--- config.mk ---
export PLATFORM = sky130hd
export DESIGN_NAME = sha256_message_hasher_top_flat
export DESIGN_NICKNAME = d
export VERILOG_FILES = /design/src/rtl/sha_pkg.sv /design/src/rtl/sha_in_if.sv /design/src/rtl/sha_out_if.sv /design/src/rtl/sha_round.sv /design/src/rtl/sha256_message_hasher_top.sv /design/src/flat_wrapper.sv
export SDC_FILE = /design/constraint.sdc
export NUM_CORES = 2
export LEC_CHECK = 0
export BUFFER_PORTS_ARGS = -buffer_cell sky130_fd_sc_hd__buf_4
export CAP_MARGIN = 20
export CORE_UTILIZATION = 65
export CTS_CLUSTER_DIAMETER = 120
export DETAILED_ROUTE_END_ITERATION = 7
export GPL_ROUTABILITY_DRIVEN = 0
export PLACE_DENSITY_LB_ADDON = 0.2
export SLEW_MARGIN = 0
export SYNTH_ARGS = -nofsm -noshare
export SYNTH_HDL_FRONTEND = slang
export SYNTH_HIERARCHICAL = 1
export SYNTH_SLANG_ARGS = --single-unit
export TNS_END_PERCENT = 50
--- constraint.sdc ---
create_clock -name clk -period 16.43 [get_ports clk]
set_input_delay 1.643 -clock clk [delete_from_list [all_inputs] [get_ports clk]]
set_output_delay 1.643 -clock clk [all_outputs]
set_load 0.1 [all_outputs]
--- src/rtl/sha_pkg.sv ---
`timescale 1ns / 1ps
// ----------------------------------------------------------------------------
// sha_pkg
// Shared types, constants and helpers of the SHA-256 message hasher.
// ----------------------------------------------------------------------------
package sha_pkg;

  localparam int unsigned ROUNDS      = 64;
  localparam int unsigned BLOCK_BYTES = 64;
  localparam int unsigned RND_W       = $clog2(ROUNDS);
  localparam int unsigned POS_W       = $clog2(BLOCK_BYTES);

  localparam logic [RND_W-1:0] RND_LAST      = RND_W'(ROUNDS - 1);
  localparam logic [POS_W-1:0] LEN_POS       = POS_W'(56);
  localparam logic [7:0]       PAD_MARK_BYTE = 8'h80;
  localparam logic [63:0]      BYTE_BITS     = 64'd8;

  typedef logic [31:0] word_t;
  typedef word_t [7:0] hash_t;
  typedef word_t [15:0] window_t;

  // taps of the message schedule window, oldest word first
  typedef struct packed {
    word_t w0;
    word_t w1;
    word_t w9;
    word_t w14;
  } sched_taps_t;

  typedef enum logic [2:0] {
    ST_IDLE,
    ST_PAD,
    ST_ROUND,
    ST_UPDATE,
    ST_EMIT
  } state_t;

  typedef enum logic [1:0] {
    PH_MARK,
    PH_ZERO,
    PH_LEN
  } pad_phase_t;

  localparam hash_t H_INIT = {
    32'h5BE0CD19, 32'h1F83D9AB, 32'h9B05688C, 32'h510E527F,
    32'hA54FF53A, 32'h3C6EF372, 32'hBB67AE85, 32'h6A09E667
  };

  localparam word_t ROUND_K [ROUNDS] = '{
    32'h428A2F98, 32'h71374491, 32'hB5C0FBCF, 32'hE9B5DBA5, 32'h3956C25B, 32'h59F111F1,
    32'h923F82A4, 32'hAB1C5ED5, 32'hD807AA98, 32'h12835B01, 32'h243185BE, 32'h550C7DC3,
    32'h72BE5D74, 32'h80DEB1FE, 32'h9BDC06A7, 32'hC19BF174, 32'hE49B69C1, 32'hEFBE4786,
    32'h0FC19DC6, 32'h240CA1CC, 32'h2DE92C6F, 32'h4A7484AA, 32'h5CB0A9DC, 32'h76F988DA,
    32'h983E5152, 32'hA831C66D, 32'hB00327C8, 32'hBF597FC7, 32'hC6E00BF3, 32'hD5A79147,
    32'h06CA6351, 32'h14292967, 32'h27B70A85, 32'h2E1B2138, 32'h4D2C6DFC, 32'h53380D13,
    32'h650A7354, 32'h766A0ABB, 32'h81C2C92E, 32'h92722C85, 32'hA2BFE8A1, 32'hA81A664B,
    32'hC24B8B70, 32'hC76C51A3, 32'hD192E819, 32'hD6990624, 32'hF40E3585, 32'h106AA070,
    32'h19A4C116, 32'h1E376C08, 32'h2748774C, 32'h34B0BCB5, 32'h391C0CB3, 32'h4ED8AA4A,
    32'h5B9CCA4F, 32'h682E6FF3, 32'h748F82EE, 32'h78A5636F, 32'h84C87814, 32'h8CC70208,
    32'h90BEFFFA, 32'hA4506CEB, 32'hBEF9A3F7, 32'hC67178F2
  };

  function automatic word_t rotr(input word_t x, input int unsigned r);
    return (x >> r) | (x << (32 - r));
  endfunction

endpackage

--- src/rtl/sha_in_if.sv ---
`timescale 1ns / 1ps
// ----------------------------------------------------------------------------
// sha_in_if
// Message byte channel: valid/ready handshake with byte payload.
// ----------------------------------------------------------------------------
interface sha_in_if;
  logic       valid;
  logic       ready;
  logic [7:0] data_byte;
  logic       byte_valid;
  logic       last_byte;

  modport source (output valid, output data_byte, output byte_valid, output last_byte,
                  input ready);
  modport sink (input valid, input data_byte, input byte_valid, input last_byte,
                output ready);
endinterface

--- src/rtl/sha_out_if.sv ---
`timescale 1ns / 1ps
// ----------------------------------------------------------------------------
// sha_out_if
// Digest word channel: valid/ready handshake with one digest word per transaction.
// ----------------------------------------------------------------------------
interface sha_out_if;
  logic        valid;
  logic        ready;
  logic [31:0] digest_word;
  logic [2:0]  word_index;
  logic        last_word;

  modport source (output valid, output digest_word, output word_index, output last_word,
                  input ready);
  modport sink (input valid, input digest_word, input word_index, input last_word,
                output ready);
endinterface

--- src/rtl/sha_round.sv ---
`timescale 1ns / 1ps
// ----------------------------------------------------------------------------
// sha_round
// Shared round unit: one compression round plus the next schedule word.
// ----------------------------------------------------------------------------
module sha_round (
  input  sha_pkg::hash_t             work_i,
  input  sha_pkg::sched_taps_t       taps_i,
  input  logic [sha_pkg::RND_W-1:0]  round_i,
  output sha_pkg::hash_t             work_o,
  output sha_pkg::word_t             sched_o
);
  import sha_pkg::*;

  word_t big_s0, big_s1, ch, maj, t1, t2, sm_s0, sm_s1;

  always_comb begin
    big_s1 = rotr(work_i[4], 6) ^ rotr(work_i[4], 11) ^ rotr(work_i[4], 25);
    ch     = (work_i[4] & work_i[5]) ^ (~work_i[4] & work_i[6]);
    t1     = work_i[7] + big_s1 + ch + ROUND_K[round_i] + taps_i.w0;
    big_s0 = rotr(work_i[0], 2) ^ rotr(work_i[0], 13) ^ rotr(work_i[0], 22);
    maj    = (work_i[0] & work_i[1]) ^ (work_i[0] & work_i[2]) ^ (work_i[1] & work_i[2]);
    t2     = big_s0 + maj;

    work_o[0] = t1 + t2;
    work_o[1] = work_i[0];
    work_o[2] = work_i[1];
    work_o[3] = work_i[2];
    work_o[4] = work_i[3] + t1;
    work_o[5] = work_i[4];
    work_o[6] = work_i[5];
    work_o[7] = work_i[6];

    // schedule word sixteen ahead of the current round
    sm_s0   = rotr(taps_i.w1, 7) ^ rotr(taps_i.w1, 18) ^ (taps_i.w1 >> 3);
    sm_s1   = rotr(taps_i.w14, 17) ^ rotr(taps_i.w14, 19) ^ (taps_i.w14 >> 10);
    sched_o = taps_i.w0 + sm_s0 + taps_i.w9 + sm_s1;
  end

endmodule

--- src/rtl/sha256_message_hasher_top.sv ---
`timescale 1ns / 1ps
// ----------------------------------------------------------------------------
// sha256_message_hasher_top
// SHA-256 over a byte stream, with padding and digest word output.
// ----------------------------------------------------------------------------
// A message arrives one byte per transaction on in_if and its SHA-256 digest
// leaves as eight transactions on out_if, word 0 first, last_word set on word 7.
// The transaction that fills a 64-byte block is followed by the 64 rounds of
// the shared round unit and one hash update, during which in_if.ready is low. A
// transaction with last_byte set starts padding: the 0x80 mark, zero bytes
// and the 8-byte length go through the block buffer at one byte per cycle,
// with one or two compressions in between, then the digest words are offered
// one per cycle as out_if.ready allows. The initial hash values and a zero
// length are restored after word 7 leaves, so the next message follows directly.
// A transaction with neither byte_valid nor last_byte does nothing.
// ----------------------------------------------------------------------------
module sha256_message_hasher_top (
  input logic      clk,
  input logic      rst_n,
  sha_in_if.sink   in_if,
  sha_out_if.source out_if
);
  import sha_pkg::*;

  // control state
  state_t           state_r, state_nxt;
  pad_phase_t       phase_r, phase_nxt;
  logic             pad_on_r, pad_on_nxt;     // message closed, padding in progress
  logic             pad_done_r, pad_done_nxt; // last length byte written
  logic [2:0]       len_cnt_r, len_cnt_nxt;
  logic [2:0]       widx_r, widx_nxt;
  logic [POS_W-1:0] pos_r, pos_nxt;
  logic [RND_W-1:0] rnd_r, rnd_nxt;
  logic [63:0]      bitlen_r, bitlen_nxt;     // doubles as length byte shifter
  hash_t            hash_r, hash_nxt;

  // datapath
  window_t          win_r, win_nxt;           // block buffer and schedule window
  hash_t            work_r, work_nxt;

  logic             byte_we;
  logic [7:0]       byte_val;
  logic [POS_W-1:0] pos_inc;
  sched_taps_t      taps;
  hash_t            round_work;
  word_t            round_sched;

  assign taps.w0  = win_r[0];
  assign taps.w1  = win_r[1];
  assign taps.w9  = win_r[9];
  assign taps.w14 = win_r[14];

  sha_round u_round (
    .work_i  (work_r),
    .taps_i  (taps),
    .round_i (rnd_r),
    .work_o  (round_work),
    .sched_o (round_sched)
  );

  assign in_if.ready        = (state_r == ST_IDLE);
  assign out_if.valid       = (state_r == ST_EMIT);
  assign out_if.digest_word = hash_r[0];
  assign out_if.word_index  = widx_r;
  assign out_if.last_word   = (widx_r == 3'd7);

  assign pos_inc = pos_r + POS_W'(1);

  always_comb begin
    state_nxt    = state_r;
    phase_nxt    = phase_r;
    pad_on_nxt   = pad_on_r;
    pad_done_nxt = pad_done_r;
    len_cnt_nxt  = len_cnt_r;
    widx_nxt     = widx_r;
    pos_nxt      = pos_r;
    rnd_nxt      = rnd_r;
    bitlen_nxt   = bitlen_r;
    hash_nxt     = hash_r;
    win_nxt      = win_r;
    work_nxt     = work_r;
    byte_we      = 1'b0;
    byte_val     = 8'h00;

    case (state_r)
      ST_IDLE: begin
        if (in_if.valid) begin
          if (in_if.byte_valid) begin
            byte_we    = 1'b1;
            byte_val   = in_if.data_byte;
            bitlen_nxt = bitlen_r + BYTE_BITS;
          end
          if (in_if.last_byte) begin
            pad_on_nxt   = 1'b1;
            pad_done_nxt = 1'b0;
            phase_nxt    = PH_MARK;
            len_cnt_nxt  = 3'd0;
            state_nxt    = ST_PAD;
          end
        end
      end

      ST_PAD: begin
        byte_we = 1'b1;
        case (phase_r)
          PH_MARK: begin
            byte_val  = PAD_MARK_BYTE;
            phase_nxt = (pos_inc == LEN_POS) ? PH_LEN : PH_ZERO;
          end
          PH_ZERO: begin
            byte_val  = 8'h00;
            phase_nxt = (pos_inc == LEN_POS) ? PH_LEN : PH_ZERO;
          end
          PH_LEN: begin
            // length goes out big-endian, the shifter ends at zero
            byte_val    = bitlen_r[63:56];
            bitlen_nxt  = {bitlen_r[55:0], 8'h00};
            len_cnt_nxt = len_cnt_r + 3'd1;
            if (len_cnt_r == 3'd7) begin
              pad_done_nxt = 1'b1;
            end
          end
          default: begin
            byte_we = 1'b0;
          end
        endcase
      end

      ST_ROUND: begin
        work_nxt = round_work;
        for (int i = 0; i < 15; i++) begin
          win_nxt[i] = win_r[i+1];
        end
        win_nxt[15] = round_sched;
        rnd_nxt     = rnd_r + RND_W'(1);
        if (rnd_r == RND_LAST) begin
          state_nxt = ST_UPDATE;
        end
      end

      ST_UPDATE: begin
        for (int i = 0; i < 8; i++) begin
          hash_nxt[i] = hash_r[i] + work_r[i];
        end
        if (pad_done_r) begin
          state_nxt = ST_EMIT;
        end else if (pad_on_r) begin
          state_nxt = ST_PAD;
        end else begin
          state_nxt = ST_IDLE;
        end
      end

      ST_EMIT: begin
        if (out_if.ready) begin
          widx_nxt = widx_r + 3'd1;
          hash_nxt = {hash_r[0], hash_r[7:1]};
          if (widx_r == 3'd7) begin
            hash_nxt     = H_INIT;
            pad_on_nxt   = 1'b0;
            pad_done_nxt = 1'b0;
            state_nxt    = ST_IDLE;
          end
        end
      end

      default: begin
        state_nxt = ST_IDLE;
      end
    endcase

    // byte packing: whole block shifts left by one byte, big-endian words
    if (byte_we) begin
      for (int i = 0; i < 15; i++) begin
        win_nxt[i] = {win_r[i][23:0], win_r[i+1][31:24]};
      end
      win_nxt[15] = {win_r[15][23:0], byte_val};
      pos_nxt     = pos_inc;
      // block full: compress it before anything else
      if (pos_inc == '0) begin
        state_nxt = ST_ROUND;
        work_nxt  = hash_r;
        rnd_nxt   = '0;
      end
    end
  end

  always_ff @(posedge clk) begin
    if (!rst_n) begin
      state_r    <= ST_IDLE;
      phase_r    <= PH_MARK;
      pad_on_r   <= 1'b0;
      pad_done_r <= 1'b0;
      len_cnt_r  <= 3'd0;
      widx_r     <= 3'd0;
      pos_r      <= '0;
      rnd_r      <= '0;
      bitlen_r   <= '0;
      hash_r     <= H_INIT;
    end else begin
      state_r    <= state_nxt;
      phase_r    <= phase_nxt;
      pad_on_r   <= pad_on_nxt;
      pad_done_r <= pad_done_nxt;
      len_cnt_r  <= len_cnt_nxt;
      widx_r     <= widx_nxt;
      pos_r      <= pos_nxt;
      rnd_r      <= rnd_nxt;
      bitlen_r   <= bitlen_nxt;
      hash_r     <= hash_nxt;
    end
  end

  always_ff @(posedge clk) begin
    win_r  <= win_nxt;
    work_r <= work_nxt;
  end

endmodule
--- src/flat_wrapper.sv ---
// flat-port wrapper written by rule: the top's interface ports become plain ports
module sha256_message_hasher_top_flat import sha_pkg::*;
  (clk, rst_n, in_if_valid, in_if_data_byte, in_if_byte_valid, in_if_last_byte, in_if_ready, out_if_valid, out_if_digest_word, out_if_word_index, out_if_last_word, out_if_ready);
  sha_in_if in_if_i ();
  sha_out_if out_if_i ();
  input logic clk;
  input logic rst_n;
  input wire logic [$bits(in_if_i.valid)-1:0] in_if_valid;
  input wire logic [$bits(in_if_i.data_byte)-1:0] in_if_data_byte;
  input wire logic [$bits(in_if_i.byte_valid)-1:0] in_if_byte_valid;
  input wire logic [$bits(in_if_i.last_byte)-1:0] in_if_last_byte;
  output wire logic [$bits(in_if_i.ready)-1:0] in_if_ready;
  output wire logic [$bits(out_if_i.valid)-1:0] out_if_valid;
  output wire logic [$bits(out_if_i.digest_word)-1:0] out_if_digest_word;
  output wire logic [$bits(out_if_i.word_index)-1:0] out_if_word_index;
  output wire logic [$bits(out_if_i.last_word)-1:0] out_if_last_word;
  input wire logic [$bits(out_if_i.ready)-1:0] out_if_ready;
  assign in_if_i.valid = in_if_valid;
  assign in_if_i.data_byte = in_if_data_byte;
  assign in_if_i.byte_valid = in_if_byte_valid;
  assign in_if_i.last_byte = in_if_last_byte;
  assign in_if_ready = in_if_i.ready;
  assign out_if_valid = out_if_i.valid;
  assign out_if_digest_word = out_if_i.digest_word;
  assign out_if_word_index = out_if_i.word_index;
  assign out_if_last_word = out_if_i.last_word;
  assign out_if_i.ready = out_if_ready;
  sha256_message_hasher_top u_core (.clk(clk), .rst_n(rst_n), .in_if(in_if_i), .out_if(out_if_i));
endmodule
==> results.ini <==
[status]
violations = design-rule violations
status = complete, but fails checks

[synth]
ys_warn_count = 6
synth-seq-cells = 1110
synth_edf_count = 512
syn_avg_cell_area_um2 = 8.46
synth_ff_type = dfxtp_1
post_synth_num_cell_types = 113
synth_area_leader_cell = edfxtp_1
yosysSeqAreaShare_pct = 35.4
syn_area_mm2 = 0.0773
async_flop_share_pct = 0
yosys.area.top_type_share_pct = 19.9
synth_top_cells_by_area = edfxtp_1 20%, dfxtp_1 15%, nand2_1 11%, ha_1 6.4%, fa_1 5.1%
syn-num-nets = 9745
syn_inst = 9139

[cells_and_area]
finalNetCount = 9310
final_cells = 10342
syn2layout_area_growth_pct = 4.54
drive_gt1_share_pct = 4.86
nFillCells = 9471

[clocking]
cts_setup_buffers = 0
ctsHoldBuffers = 0
cts_buffers = 118
htreeDepth = 3
clock-root-buffer = clkbuf_16
path_clk_slew_ps = 60
cts_tree = yes
clock_sinks = 1110
insertion_delay_ps = 770
clockBufferDepth = 3
cts_resized = 0

[timing]
min_period_ps = 9450
tns_ps = 0
fmax_mhz = 106
rsz0062_at_grt = no
max-slew-margin-rel_pct = 17.6
fin_skew_ps = 70.5
drv_slew = 0
worstMarginPinSlew_ps = 1240
hold_viol_final = 0
timing.final.crit_share_pct = 57.5
final-setup-viol-count = 0

[critical_path]
path_class = reg -> reg
slowest_stage = ha_1
crit_path_max_incr_delay_ps = 610
r2r_cells = 33
cpMostUsedCell = a21oi_1
required_ps = 17100
cp.arrival_ps = 10110
reg2reg_slack_ps = 6980
worstReg2RegEnd = u_core/work_r[30]
cp-end-kind = flip-flop
cp-start-kind = flip-flop
r2r_start = u_core/rnd_r[1]
cp_max_fo = 21

[grt]
track_usage_pct = 38.1
grt_overflow = 0
grt_first_pass_wirelength_mm = 360
antenna_found_initial = 4
grt_max_degree = 233
grt_pass1_vias = 62141

[die]
die_h_um = 347
die_x_um = 347
dieArea_mm2 = 0.120
start_util_pct = 65.5
ios = 52
num_rows = 126
core_mm2 = 0.118

[hold_path]
worstHoldPathType = reg -> reg
hold_depth = 2
min_to = u_core/len_cnt_r[1]
min_from = u_core/len_cnt_r[1]

[placed_design]
dp_hpwl_mm = 166
dpl.cell_count = 10120
port_buffers = 51

[flow_run]
max-cap-violations = 0

[power_and_ir_drop]
ir_worst_vdd_mv = 0.184
power.leakage_nw = 32.5
powerDensity_mw_per_mm2 = 115

[route]
first_iter_violations = 9179
drc = 139
wl_mm = 237
firstDrtPassIters = 8
postRouteAntennaNets = 0
wl_per_cell_um = 22.9
num_vias = 67096
vias_per_cell = 6.49

==> per-layer routing <==
layer	share of wire (%)	vias up	track usage, %	wire (um)
met5	0	-	0	0
met4	7.6	0	25.2	18100
met3	11	940	8.86	25500
met2	43	3672	57.4	103000
met1	38	31791	49.0	90800
li1	-	30693	-	-
==> cell usage in the layout (no fill, tap or decap), types with 61 or more instances in the layout <==
master     Yosys  final
buf_4        236    121
edfxtp_1     512    512
nor3_1       139    139
nor2_1       432    429
nand3_1      149    149
fa_1         195    195
inv_1        443    441
a221oi_1      68     68
a211oi_1      61     61
o21ai_1       65     65
clkbuf_16      0    119
mux2i_1      291    291
o21bai_1      64     64
a21oi_1      514    512
a21o_1       192    192
ha_1         397    396
nand2_1     2181   2176
dfxtp_1      598    595
o21ai_0      626    626
xor2_1       201    201
o211ai_1      80     80
xnor2_1      398    398
==> how the worst max path moves through the flow <==
stage	startpoint	end	slack (ps)
after CTS	u_core/rnd_r[1]	u_core/work_r[30]	7370
after floorplan	in_if_valid	u_core/taps[0]	1930
final	u_core/rnd_r[1]	u_core/work_r[30]	6980
after detailed placement	u_core/rnd_r[1]	u_core/work_r[30]	7450
after global routing	u_core/rnd_r[1]	u_core/work_r[30]	6740
after global placement	u_core/rnd_r[1]	u_core/work_r[30]	7560
==> cells by family (layout without fill, tap and decap cells) <==
group / count (synthesis) / after routing / synth area share, %
multiplexers: 332 / 332 / 4.48
flip-flops: 1110 / 1110 / 35.4
AO/OA/AOI/OAI: 2135 / 2135 / 17.6
AND/OR/NAND/NOR: 3220 / 3220 / 17.3
XOR/XNOR: 600 / 600 / 6.81
buffers and inverters: 1129 / 793 / 6.66
other: 0 / 3 / 0
adder cells (fa/ha/maj): 613 / 613 / 11.8
==> where the power goes <==
part | total [W] | internal [W] | leakage (nW) | switching [W]
clock | 0.00271 | 0.00154 | 1.90 | 0.00117
sequential | 0.00341 | 0.00323 | 9.78 | 0.000182
combinational | 0.00320 | 0.00121 | 20.9 | 0.00198
==> synth_stat cells (all sizes together), types with 70 or more instances <==
cell	count
a21oi	518
inv	444
nor2	435
edfxtp	512
clkbuf	384
buf	299
nor3	140
xor2	201
o21ai	693
xnor2	399
ha	397
a21o	192
nand3	151
nand2	2182
dfxtp	598
mux2i	291
fa	195
a221oi	70
o211ai	81
==> registers in the layout, indices dropped and copies added (netlist names) <==
signal	flops
u_core/out_if.word_index	3
u_core/state_r	3
u_core/win_r	384
u_core/work_r	256
u_core/hash_r	224
u_core/pos_r	6
u_core/pad_on_r	1
u_core/pad_done_r	1
u_core/taps	128
u_core/rnd_r	6
u_core/bitlen_r	61
u_core/out_if.digest_word	32
u_core/phase_r	2
u_core/len_cnt_r	3
==> critical path, delay by kind of cell, from the launching register on <==
| family | cells | cell delay (ps) |
|---|---|---|
| XOR/XNOR | 2 | 430 |
| AND/OR/NAND/NOR | 7 | 1670 |
| AO/OA/AOI/OAI | 14 | 2710 |
| multiplexers | 2 | 650 |
| flip-flops | 1 | 540 |
| adder cells (fa/ha/maj) | 5 | 2480 |
| buffers and inverters | 3 | 850 |
==> final cells by class <==
class                      count  area, um^2  area share (%)
tap                         1536        1920            2.38
antenna                        3        7.51         0.00929
clock inverter                51         573           0.709
clock buffer                 168        3330            4.12
inverter                     446        1690            2.09
sequential                  1110       27400            33.9
timing repair buffer         128        1030            1.28
multi-input combinational   6900       44900            55.6
==> per-stage QoR <==
step	utilization, %	power (W)	worst slack (ps)	hold slack, ps	instance area (um^2)
after floorplan	-	0.00573	1930	447	77300
after global placement	65.2	0.00648	7560	455	76800
after detailed placement	65.2	0.00655	7450	464	76900
after CTS	68.5	0.00926	7370	483	80800
after global routing	68.5	0.00973	6740	506	80800
final	68.5	0.00932	6980	477	80800
No activity file was read; power rests on OpenSTA's default activity.
